File: config.mk
export PLATFORM = sky130hd
export DESIGN_NAME = utf8_bmp_decoder_flat
export DESIGN_NICKNAME = d
export VERILOG_FILES = /design/src/ubd_pkg.sv /design/src/ubd_if.sv /design/src/utf8_bmp_decoder.sv /design/src/flat_wrapper.sv
export SDC_FILE = /design/constraint.sdc
export NUM_CORES = 1
export LEC_CHECK = 0
export BUFFER_PORTS_ARGS = -buffer_cell sky130_fd_sc_hd__buf_2
export CAP_MARGIN = 20
export CORE_ASPECT_RATIO = 1.25
export CORE_MARGIN = 5
export CORE_UTILIZATION = 60
export CTS_BUF_LIST = sky130_fd_sc_hd__clkbuf_4 sky130_fd_sc_hd__clkbuf_8
export CTS_CLUSTER_SIZE = 24
export DETAILED_ROUTE_END_ITERATION = 10
export GPL_TIMING_DRIVEN = 0
export PLACE_DENSITY_LB_ADDON = 0.15
export SYNTH_ARGS = -nofsm -noshare
export SYNTH_HDL_FRONTEND = slang
export SYNTH_SLANG_ARGS = --single-unit
File: constraint.sdc
create_clock -name clk -period 3.8 [get_ports clk]
set_clock_uncertainty 0.2 [all_clocks]
set_input_delay 0.38 -clock clk [delete_from_list [all_inputs] [get_ports clk]]
set_output_delay 0.38 -clock clk [all_outputs]
set_load 0.05 [all_outputs]
File: src/ubd_pkg.sv
// shared constants, types and lead byte decode for the utf-8 code point decoder
`default_nettype none

package ubd_pkg;

    // field widths of the two channels
    localparam int ByteWidth = 8;
    localparam int CpWidth   = 16;

    // byte class boundaries
    localparam logic [ByteWidth-1:0] ContBase  = 8'h80;
    localparam logic [ByteWidth-1:0] Lead2Base = 8'hC0;
    localparam logic [ByteWidth-1:0] Lead3Base = 8'hE0;
    localparam logic [ByteWidth-1:0] Lead4Base = 8'hF0;
    localparam logic [ByteWidth-1:0] Lead5Base = 8'hF8;
    localparam logic [ByteWidth-1:0] Lead6Base = 8'hFC;

    // code point sent for stray or unsupported bytes
    localparam logic [CpWidth-1:0] UnknownCp = 16'h003F;

    // continuation bytes swallowed after unsupported leads
    localparam logic [2:0] Skip4 = 3'd3;
    localparam logic [2:0] Skip5 = 3'd4;
    localparam logic [2:0] Skip6 = 3'd5;

    // one result word
    typedef struct packed {
        logic [CpWidth-1:0] point_val;
        logic               malformed;
        logic               run_end;
    } result_t;

    // outcome of decoding a byte with no sequence open
    typedef struct packed {
        logic               emit;
        logic [CpWidth-1:0] point_val;
        logic               malformed;
        logic [CpWidth-1:0] partial_value;
        logic [1:0]         bytes_awaited;
        logic [2:0]         skip_left;
    } fresh_t;

    // decode a byte from a clean state
    function automatic fresh_t decode_fresh(input logic [ByteWidth-1:0] b);
        fresh_t f;
        begin
            f = '0;
            priority if (b >= Lead6Base)
            begin
                f.emit      = 1'b1;
                f.point_val = UnknownCp;
                f.malformed = 1'b1;
                f.skip_left = Skip6;
            end
            else if (b >= Lead5Base)
            begin
                f.emit      = 1'b1;
                f.point_val = UnknownCp;
                f.malformed = 1'b1;
                f.skip_left = Skip5;
            end
            else if (b >= Lead4Base)
            begin
                f.emit      = 1'b1;
                f.point_val = UnknownCp;
                f.malformed = 1'b1;
                f.skip_left = Skip4;
            end
            else if (b >= Lead3Base)
            begin
                f.partial_value = {b[3:0], 12'b0};
                f.bytes_awaited = 2'd2;
            end
            else if (b >= Lead2Base)
            begin
                f.partial_value = {5'b0, b[4:0], 6'b0};
                f.bytes_awaited = 2'd1;
            end
            else if (b < ContBase)
            begin
                f.emit      = 1'b1;
                f.point_val = {8'b0, b};
                f.malformed = 1'b0;
            end
            else
            begin
                f.emit      = 1'b1;
                f.point_val = UnknownCp;
                f.malformed = 1'b1;
            end
            return f;
        end
    endfunction

endpackage

`default_nettype wire

File: src/ubd_if.sv
// stream interfaces for raw bytes and decoded code points
`default_nettype none

// raw byte stream
interface ubd_byte_if;
    logic                          valid;
    logic                          ready;
    logic [ubd_pkg::ByteWidth-1:0] data_byte;
    logic                          final_byte;

    modport source (output valid, output data_byte, output final_byte, input ready);
    modport sink   (input valid, input data_byte, input final_byte, output ready);
endinterface

// code point stream
interface ubd_cp_if;
    logic                        valid;
    logic                        ready;
    logic [ubd_pkg::CpWidth-1:0] point_val;
    logic                        malformed;
    logic                        run_end;

    modport source (output valid, output point_val, output malformed, output run_end,
                    input ready);
    modport sink   (input valid, input point_val, input malformed, input run_end,
                    output ready);
endinterface

`default_nettype wire

File: src/utf8_bmp_decoder.sv
// utf-8 to 16-bit code point decoder, one byte per clock while the sink keeps up
//
//   channel  dir  fields                               handshake
//   octets   in   data_byte[7:0], final_byte           valid/ready
//   points   out  point_val[15:0], malformed, run_end  valid/ready
//
// a byte is decoded in the cycle it is accepted, against the sequence state
// registers; its zero, one or two result words go into a three-slot queue whose
// head is the output register, so each result word is registered before it is output.
// one byte per clock while the sink keeps up; a byte that yields two words
// can hold the byte side back, since the output port takes a single word at a time.
// ready depends only on the queue fill, so a stalled sink holds the queue and
// backs up the byte side after at most two words are waiting.
// reset clears the sequence state and empties the queue.
`default_nettype none

module utf8_bmp_decoder (
    input  wire          clk,
    input  wire          rst_n,
    ubd_byte_if.sink     octets,
    ubd_cp_if.source     points
);

    // sequence state
    logic [ubd_pkg::CpWidth-1:0] pv_reg, pv_next;
    logic [1:0]                  aw_reg, aw_next;
    logic [2:0]                  skip_reg, skip_next;

    // result queue, slot zero is the output register
    ubd_pkg::result_t slot_reg [3];
    ubd_pkg::result_t slot_next [3];
    logic [1:0]       cnt_reg, cnt_next;

    ubd_pkg::result_t res [2];
    logic [1:0]       n_res;
    logic             is_cont;
    logic             accept;
    logic             pop;

    assign is_cont = (octets.data_byte[7:6] == 2'b10);
    assign accept  = octets.valid && octets.ready;
    assign pop     = (cnt_reg != 2'd0) && points.ready;

    // room for two words before taking a byte
    assign octets.ready = !cnt_reg[1];

    // decode one byte against the open sequence
    always_comb
    begin
        ubd_pkg::fresh_t f;
        logic            use_fresh;
        f         = ubd_pkg::decode_fresh(octets.data_byte);
        use_fresh = 1'b0;
        pv_next   = pv_reg;
        aw_next   = aw_reg;
        skip_next = skip_reg;
        n_res     = 2'd0;
        res[0]    = '0;
        res[1]    = '0;

        if (aw_reg != 2'd0)
        begin
            if (is_cont)
            begin
                if (aw_reg >= 2'd2)
                begin
                    pv_next = pv_reg | {4'b0, octets.data_byte[5:0], 6'b0};
                    aw_next = 2'd1;
                end
                else
                begin
                    res[0] = '{point_val: pv_reg | {10'b0, octets.data_byte[5:0]},
                               malformed: 1'b0, run_end: 1'b0};
                    n_res   = 2'd1;
                    pv_next = '0;
                    aw_next = 2'd0;
                end
            end
            else
            begin
                // cut short by a non-continuation byte
                res[0]    = '{point_val: pv_reg, malformed: 1'b1, run_end: 1'b0};
                n_res     = 2'd1;
                use_fresh = 1'b1;
            end
        end
        else if (skip_reg != 3'd0)
        begin
            if (is_cont)
            begin
                skip_next = skip_reg - 3'd1;
            end
            else
            begin
                use_fresh = 1'b1;
            end
        end
        else
        begin
            use_fresh = 1'b1;
        end

        // byte from a clean state
        if (use_fresh)
        begin
            pv_next   = f.partial_value;
            aw_next   = f.bytes_awaited;
            skip_next = f.skip_left;
            if (f.emit)
            begin
                res[n_res[0]] = '{point_val: f.point_val, malformed: f.malformed,
                                  run_end: 1'b0};
                n_res = n_res + 2'd1;
            end
        end

        // end of string flushes an open sequence
        if (octets.final_byte)
        begin
            if (aw_next != 2'd0)
            begin
                res[n_res[0]] = '{point_val: pv_next, malformed: 1'b1, run_end: 1'b0};
                n_res = n_res + 2'd1;
            end
            pv_next   = '0;
            aw_next   = 2'd0;
            skip_next = 3'd0;
        end

        // mark the last word of this byte
        if (n_res == 2'd2)
        begin
            res[1].run_end = 1'b1;
        end
        else if (n_res == 2'd1)
        begin
            res[0].run_end = 1'b1;
        end
    end

    // queue shift and push
    always_comb
    begin
        logic [1:0] base;
        logic [1:0] n_push;
        n_push   = accept ? n_res : 2'd0;
        base     = cnt_reg - {1'b0, pop};
        cnt_next = base + n_push;

        slot_next[0] = pop ? slot_reg[1] : slot_reg[0];
        slot_next[1] = pop ? slot_reg[2] : slot_reg[1];
        slot_next[2] = slot_reg[2];

        if (n_push != 2'd0)
        begin
            slot_next[base] = res[0];
        end
        if (n_push == 2'd2)
        begin
            slot_next[base + 2'd1] = res[1];
        end
    end

    // sequence state and fill count
    always_ff @(posedge clk or negedge rst_n)
    begin
        if (!rst_n)
        begin
            pv_reg   <= '0;
            aw_reg   <= 2'd0;
            skip_reg <= 3'd0;
            cnt_reg  <= 2'd0;
        end
        else
        begin
            if (accept)
            begin
                pv_reg   <= pv_next;
                aw_reg   <= aw_next;
                skip_reg <= skip_next;
            end
            cnt_reg <= cnt_next;
        end
    end

    // queue payload
    always_ff @(posedge clk)
    begin
        slot_reg[0] <= slot_next[0];
        slot_reg[1] <= slot_next[1];
        slot_reg[2] <= slot_next[2];
    end

    // output port
    assign points.valid     = (cnt_reg != 2'd0);
    assign points.point_val = slot_reg[0].point_val;
    assign points.malformed = slot_reg[0].malformed;
    assign points.run_end   = slot_reg[0].run_end;

    // an open sequence never coexists with a swallow count
    a_aw_skip_exclusive: assert property (@(posedge clk) disable iff (!rst_n)
        (aw_reg != 2'd0) |-> (skip_reg == 3'd0))
        else $error("sequence open while swallowing");

    // partial value is clear whenever no sequence is open
    a_pv_clear: assert property (@(posedge clk) disable iff (!rst_n)
        (aw_reg == 2'd0) |-> (pv_reg == '0))
        else $error("stale partial value");

    // a word without run_end always has its partner queued behind it
    a_run_end_pair: assert property (@(posedge clk) disable iff (!rst_n)
        (points.valid && !points.run_end) |-> (cnt_reg >= 2'd2))
        else $error("first word of a pair queued alone");

    // end of string leaves the sequence state clean
    a_final_clears: assert property (@(posedge clk) disable iff (!rst_n)
        (accept && octets.final_byte) |=>
            (aw_reg == 2'd0 && skip_reg == 3'd0 && pv_reg == '0))
        else $error("state left open after final byte");

endmodule

`default_nettype wire
File: src/flat_wrapper.sv
// flat-port wrapper written by rule: the top's interface ports become plain ports
module utf8_bmp_decoder_flat 
  (clk, rst_n, octets_valid, octets_data_byte, octets_final_byte, octets_ready, points_valid, points_point_val, points_malformed, points_run_end, points_ready);
  ubd_byte_if octets_i ();
  ubd_cp_if points_i ();
  input  wire clk;
  input  wire rst_n;
  input wire logic [$bits(octets_i.valid)-1:0] octets_valid;
  input wire logic [$bits(octets_i.data_byte)-1:0] octets_data_byte;
  input wire logic [$bits(octets_i.final_byte)-1:0] octets_final_byte;
  output wire logic [$bits(octets_i.ready)-1:0] octets_ready;
  output wire logic [$bits(points_i.valid)-1:0] points_valid;
  output wire logic [$bits(points_i.point_val)-1:0] points_point_val;
  output wire logic [$bits(points_i.malformed)-1:0] points_malformed;
  output wire logic [$bits(points_i.run_end)-1:0] points_run_end;
  input wire logic [$bits(points_i.ready)-1:0] points_ready;
  assign octets_i.valid = octets_valid;
  assign octets_i.data_byte = octets_data_byte;
  assign octets_i.final_byte = octets_final_byte;
  assign octets_ready = octets_i.ready;
  assign points_valid = points_i.valid;
  assign points_point_val = points_i.point_val;
  assign points_malformed = points_i.malformed;
  assign points_run_end = points_i.run_end;
  assign points_i.ready = points_ready;
  utf8_bmp_decoder u_core (.clk(clk), .rst_n(rst_n), .octets(octets_i), .points(points_i));
endmodule
Word-level counts from Yosys, hierarchy flattened:

Memory sizes are Yosys's and may differ from the RTL's.
Index checks and enable logic that the tools add are counted.

* order comparisons: 15
* reduce and logical (&&, ||, !) cells: 15
* bitwise operators: 6
* muxes and demuxes: 66
* add/sub/neg operators: 6
* equality and inequality tests: 5

Operators by type and width (number)
* $mux W18: 18
* $mux W36: 4
* $bwmux W54: 2
* $mux W54: 2
* $mux W16: 5
* $bwmux W36: 2
* $demux W18 S2: 2
* $ge A8 B8 Y1 const B: 5
* $demux W18 S1: 2
* $mux W2: 11
* $mux W3: 7
* $or A16 B12 Y16: 1
* $or A16 B6 Y16: 1
* $mux W13: 1
* $mux W1: 9
* $mux W9: 1
* $reduce_bool A3 Y1: 3
* $lt A8 B8 Y1 const B: 1
* $reduce_bool A2 Y1: 4
* $add A2 B1 Y2 const B: 3
* $eq A2 B2 Y1 const B: 3
* $ge A2 B2 Y1 const B: 3
* $ge A3 B3 Y1 const B: 2
* $logic_and A1 B1 Y1: 6
* 11 further kinds: 15

* output and inout bits: 20
* memory bits (writable): 54
* memories: 1
* input port bits: 13
* word-level logic and storage cells: 118
* bits in registers: 23

Memories
* u_core.slot_reg: words 3, bits a word 18, read ports 3, clocked after Yosys merged registers in 0, write ports 3, RTL line utf8_bmp_decoder.sv:30 `ubd_pkg::result_t slot_reg [3];`

Logic depth before layout (Yosys ltp):

* depth after elaboration: 23
* mapped depth: 13

Worst setup path before layout:

Ideal clock, no wire load.

* kind: flip-flop to flip-flop
* start: register u_core.aw_reg[1]
* end: memory u_core.slot_reg[0][16] in the netlist's numbering
* clock period less this slack: 3294 ps
* cell stages (with the launch flop): 13
* library setup time: 123 ps
* data arrival time: 2970 ps
* setup slack: 506 ps
* cells stage by stage: dfrtp_1 -> buf_6 -> nor2_1 -> clkbuf_1 -> nor2_1 -> ha_1 -> xor2_1 -> a31oi_1 -> a211oi_1 -> a41oi_4 -> nor3_4 -> buf_6 -> mux2_1

RTL lines
* start, declared: RTL line utf8_bmp_decoder.sv:26 `logic [1:0] aw_reg, aw_next;`
* start signal, assigned: RTL line utf8_bmp_decoder.sv:179 `aw_reg <= aw_next;`
* end, declared: RTL line utf8_bmp_decoder.sv:30

==> results.toml <==
[worst_hold_path]
hp-start = "octets_valid"
worstHoldPathType = "in2reg"
hold_depth = 3
min_to = "u_core.cnt_reg[1]"

[finish]
final_nets = 553
final_layout_size_suffix_gt1_share_pct = 25.8
diodes = 0
largest_reg_flops = 54
area_growth_pct = 9.90
fin_area_um2 = 5320

[grt]
first_global_vias = 3802
grt_overflow_total = 0
antenna_found_initial = 0
grt_pass1_wl_mm = 19.5
grt_usage_pct = 24.0
grt_max_degree = 24

[synthesis]
synth-compound-area-share_pct = 16.3
synth_nets = 514
synthesis.area_um2 = 4840
synth_cells = 495
synth.avg_cell_area_um2 = 9.77
yosysSeqAreaShare_pct = 34.2
ys_ff_latch = 77
yosys.cell_count.top_type = "mux2i_1"
synth_top_area_share_pct = 22.3
netlist_top_cells_count = "82 x mux2i_1, 54 x dfxtp_1, 49 x mux2_2"
synth_top_family_by_area = "multiplexers"
yosys.area.top_type = "dfxtp_1"
synthMuxAreaShare_pct = 28.6
ys_async_sr_fraction_pct = 29.9
ys.warnings.count = 0
synth_adder_area_share_pct = 1.55
ys_types = 56
synth-simple-area-share_pct = 10.0
synth_xor_area_share_pct = 0.724
ys.flop_type = "dfxtp_1"
synth_edf_count = 0
synth_area_leaders = "dfxtp_1 22%, mux2i_1 17%, dfrtp_1 12%, mux2_2 11%, a32oi_1 3.6%"

[power_and_ir_drop]
total_power_w = 0.00417
p_per_area_nw_per_um2 = 785
p_leak_nw = 2.33
peakVddDrop_uv = 594

[floorplanning]
floorplan.die.width_um = 90.3
initial_utilization_pct = 61.7
coreArea_um2 = 7840
dieArea_um2 = 9970
ios = 33
rows = 36
fp.dieH_um = 110

[clock_network]
cts_tree = "done"
clock_path_buffers = 2
cts_sinks = 77
clk_latency_ns = 0.36
htree_levels = 3
clk_pin_slew_ns = 0.09
cts-root-buf = "clkbuf_8"
cts_made_buffers = 9

[sta]
final_max_slew_viol_count = 0
tightest_slew_ns = 0.893
hold_viol_final = 0
finalCritPeriodShare_pct = 94.4
min_period_ns = 3.59
setup_violations = 0
fmax_mhz = 279
rsz0062_at_grt = "false"
maxSlewHeadroom_pct = 40.5

[worst_setup_path]
critical_path_buf_inv_count = 2
reg2reg_to = "u_core.slot_reg[0][0]"
r2r.worst_path.cells = 11
crit_fanout = 10
reg2reg_slack_ns = 0.21
critPathSlowestCell = "dfrtp_1"
startpoint_type = "register"
path_class = "reg2reg"
cp.arrival_ns = 3.65
crit_required_ns = 3.86
crit_chain = "nor2_1, clkbuf_2, nor2_1, ha_1, nor4bb_1, a211o_1, or3b_2, clkbuf_1, xor2_1, a32oi_1, or2_2"
cp-end-kind = "register"
critPathTopFamily = "simple AND/OR/NAND/NOR gates"
slowest_delay_ns = 0.49
cpMostUsedCell = "nor2_1"
rr_startpoint = "u_core.aw_reg[0]"

[route]
drtPass1Iterations = 7
drcViolationCount = 0
ant_nets = 0
vias_per_cell = 6.13
wl_per_cell_um = 18.8
via_count = 3889
drt_iter0_markers = 310
drt-total-wl_mm = 11.9

[place]
port_buffers = 26
dpl_cell_area_um2 = 5090
gp_congestion = 0.933
dpl.hpwl_mm = 8.69

[status]
status = "complete, no violations"

[run]
cap_violations = 0
==> cells by family (layout without fill, tap and decap cells) <==
family          Yosys count  after routing
compound gates          105            105
xor+xnor                  4              4
fa+ha+maj                 6              6
buf+inv                  79            123
flops                    77             77
mux                     132            132
simple gates             92             92
==> how the worst max path moves through the flow <==
stage	slack, ns	start	endpoint	cells after the start
3_3_place_gp	-0.10	u_core.aw_reg[0]	u_core.slot_reg[0][16]	11
6_report	0.21	u_core.aw_reg[0]	u_core.slot_reg[0][0]	11
5_1_grt	0.004	u_core.aw_reg[0]	u_core.slot_reg[0][35]	11
4_1_cts	0.14	u_core.aw_reg[0]	u_core.slot_reg[0][35]	11
2_1_floorplan	0.51	u_core.aw_reg[1]	u_core.slot_reg[0][16]	12
3_5_place_dp	-0.15	u_core.aw_reg[0]	u_core.slot_reg[0][16]	11
==> where the power goes <==
group | total (W) | switching, W | internal [W]
sequential | 0.00131 | 0.000175 | 0.00114
clock | 0.000635 | 0.000319 | 0.000315
combinational | 0.00223 | 0.00126 | 0.000967
total | 0.00417 | 0.00175 | 0.00242
==> worst reg2reg max path: cells and delay by family, from the launching register on <==
kind	cells	cell delay, ns
AND/OR/NAND/NOR	5	1.30
adder cells (fa/ha/maj)	1	0.39
XOR/XNOR	1	0.34
buffers and inverters	2	0.48
AO/OA/AOI/OAI	2	0.29
flip-flops	1	0.49
==> timing repair <==
action,CTS,global route
setup endpoints to repair,8,16
pin swaps,1,0
hold endpoints to repair,23,0
resized for setup,1,2
setup buffers,2,0
hold buffers,1,0
==> stage by stage <==
step | utilization, % | hold WS, ns | worst slack, ns | std cells | setup TNS [ns]
2_1_floorplan | - | -0.116 | 0.506 | 495 | 0
3_3_place_gp | 64.9 | 0.198 | -0.102 | 616 | -0.102
3_5_place_dp | 64.9 | 0.200 | -0.147 | 616 | -0.153
4_1_cts | 67.8 | 0.159 | 0.135 | 635 | 0
5_1_grt | 67.8 | 0.174 | 0.00413 | 634 | 0
6_report | 67.8 | 0.164 | 0.211 | 634 | 0
==> final cells by class <==
cell class                      instances  area, µm²
Buffer                                 50        307
Clock buffer                           10        131
Clock inverter                          6       68.8
Fill cell                             652       2520
Inverter                               28        105
Multi-Input combinational cell        339       2780
Sequential cell                        77       1660
Tap cell                               95        119
Timing Repair Buffer                   29        155
==> cells in the final DEF, fill, tap and decap left out, types with 4 or more instances in the layout <==
cell and n:
nand3_1 5, buf_4 21, and2_1 10, mux2i_1 82, a2bb2oi_1 7, clkbuf_1 20
buf_6 5, nand2_1 28, o31ai_1 4, mux2_2 49, dfxtp_1 54, o21ai_0 28
nor2b_1 5, inv_1 27, dfrtp_1 23, nand2b_1 5, a21oi_1 10, buf_2 30
a32oi_1 20, nor2_1 20, or2_2 4, clkbuf_8 9, ha_1 6, a22oi_1 11
==> routing by layer <==
metal / up-vias / part of all wire [%] / GRT usage (%)
met1: 1885 / 41 / 29.3
met2: 111 / 51 / 40.6
met5: - / 0 / 0
li1: 1858 / - / -
met4: 0 / 4.2 / 13.4
met3: 35 / 3.8 / 2.99
Power figures use the tool's default switching activity.
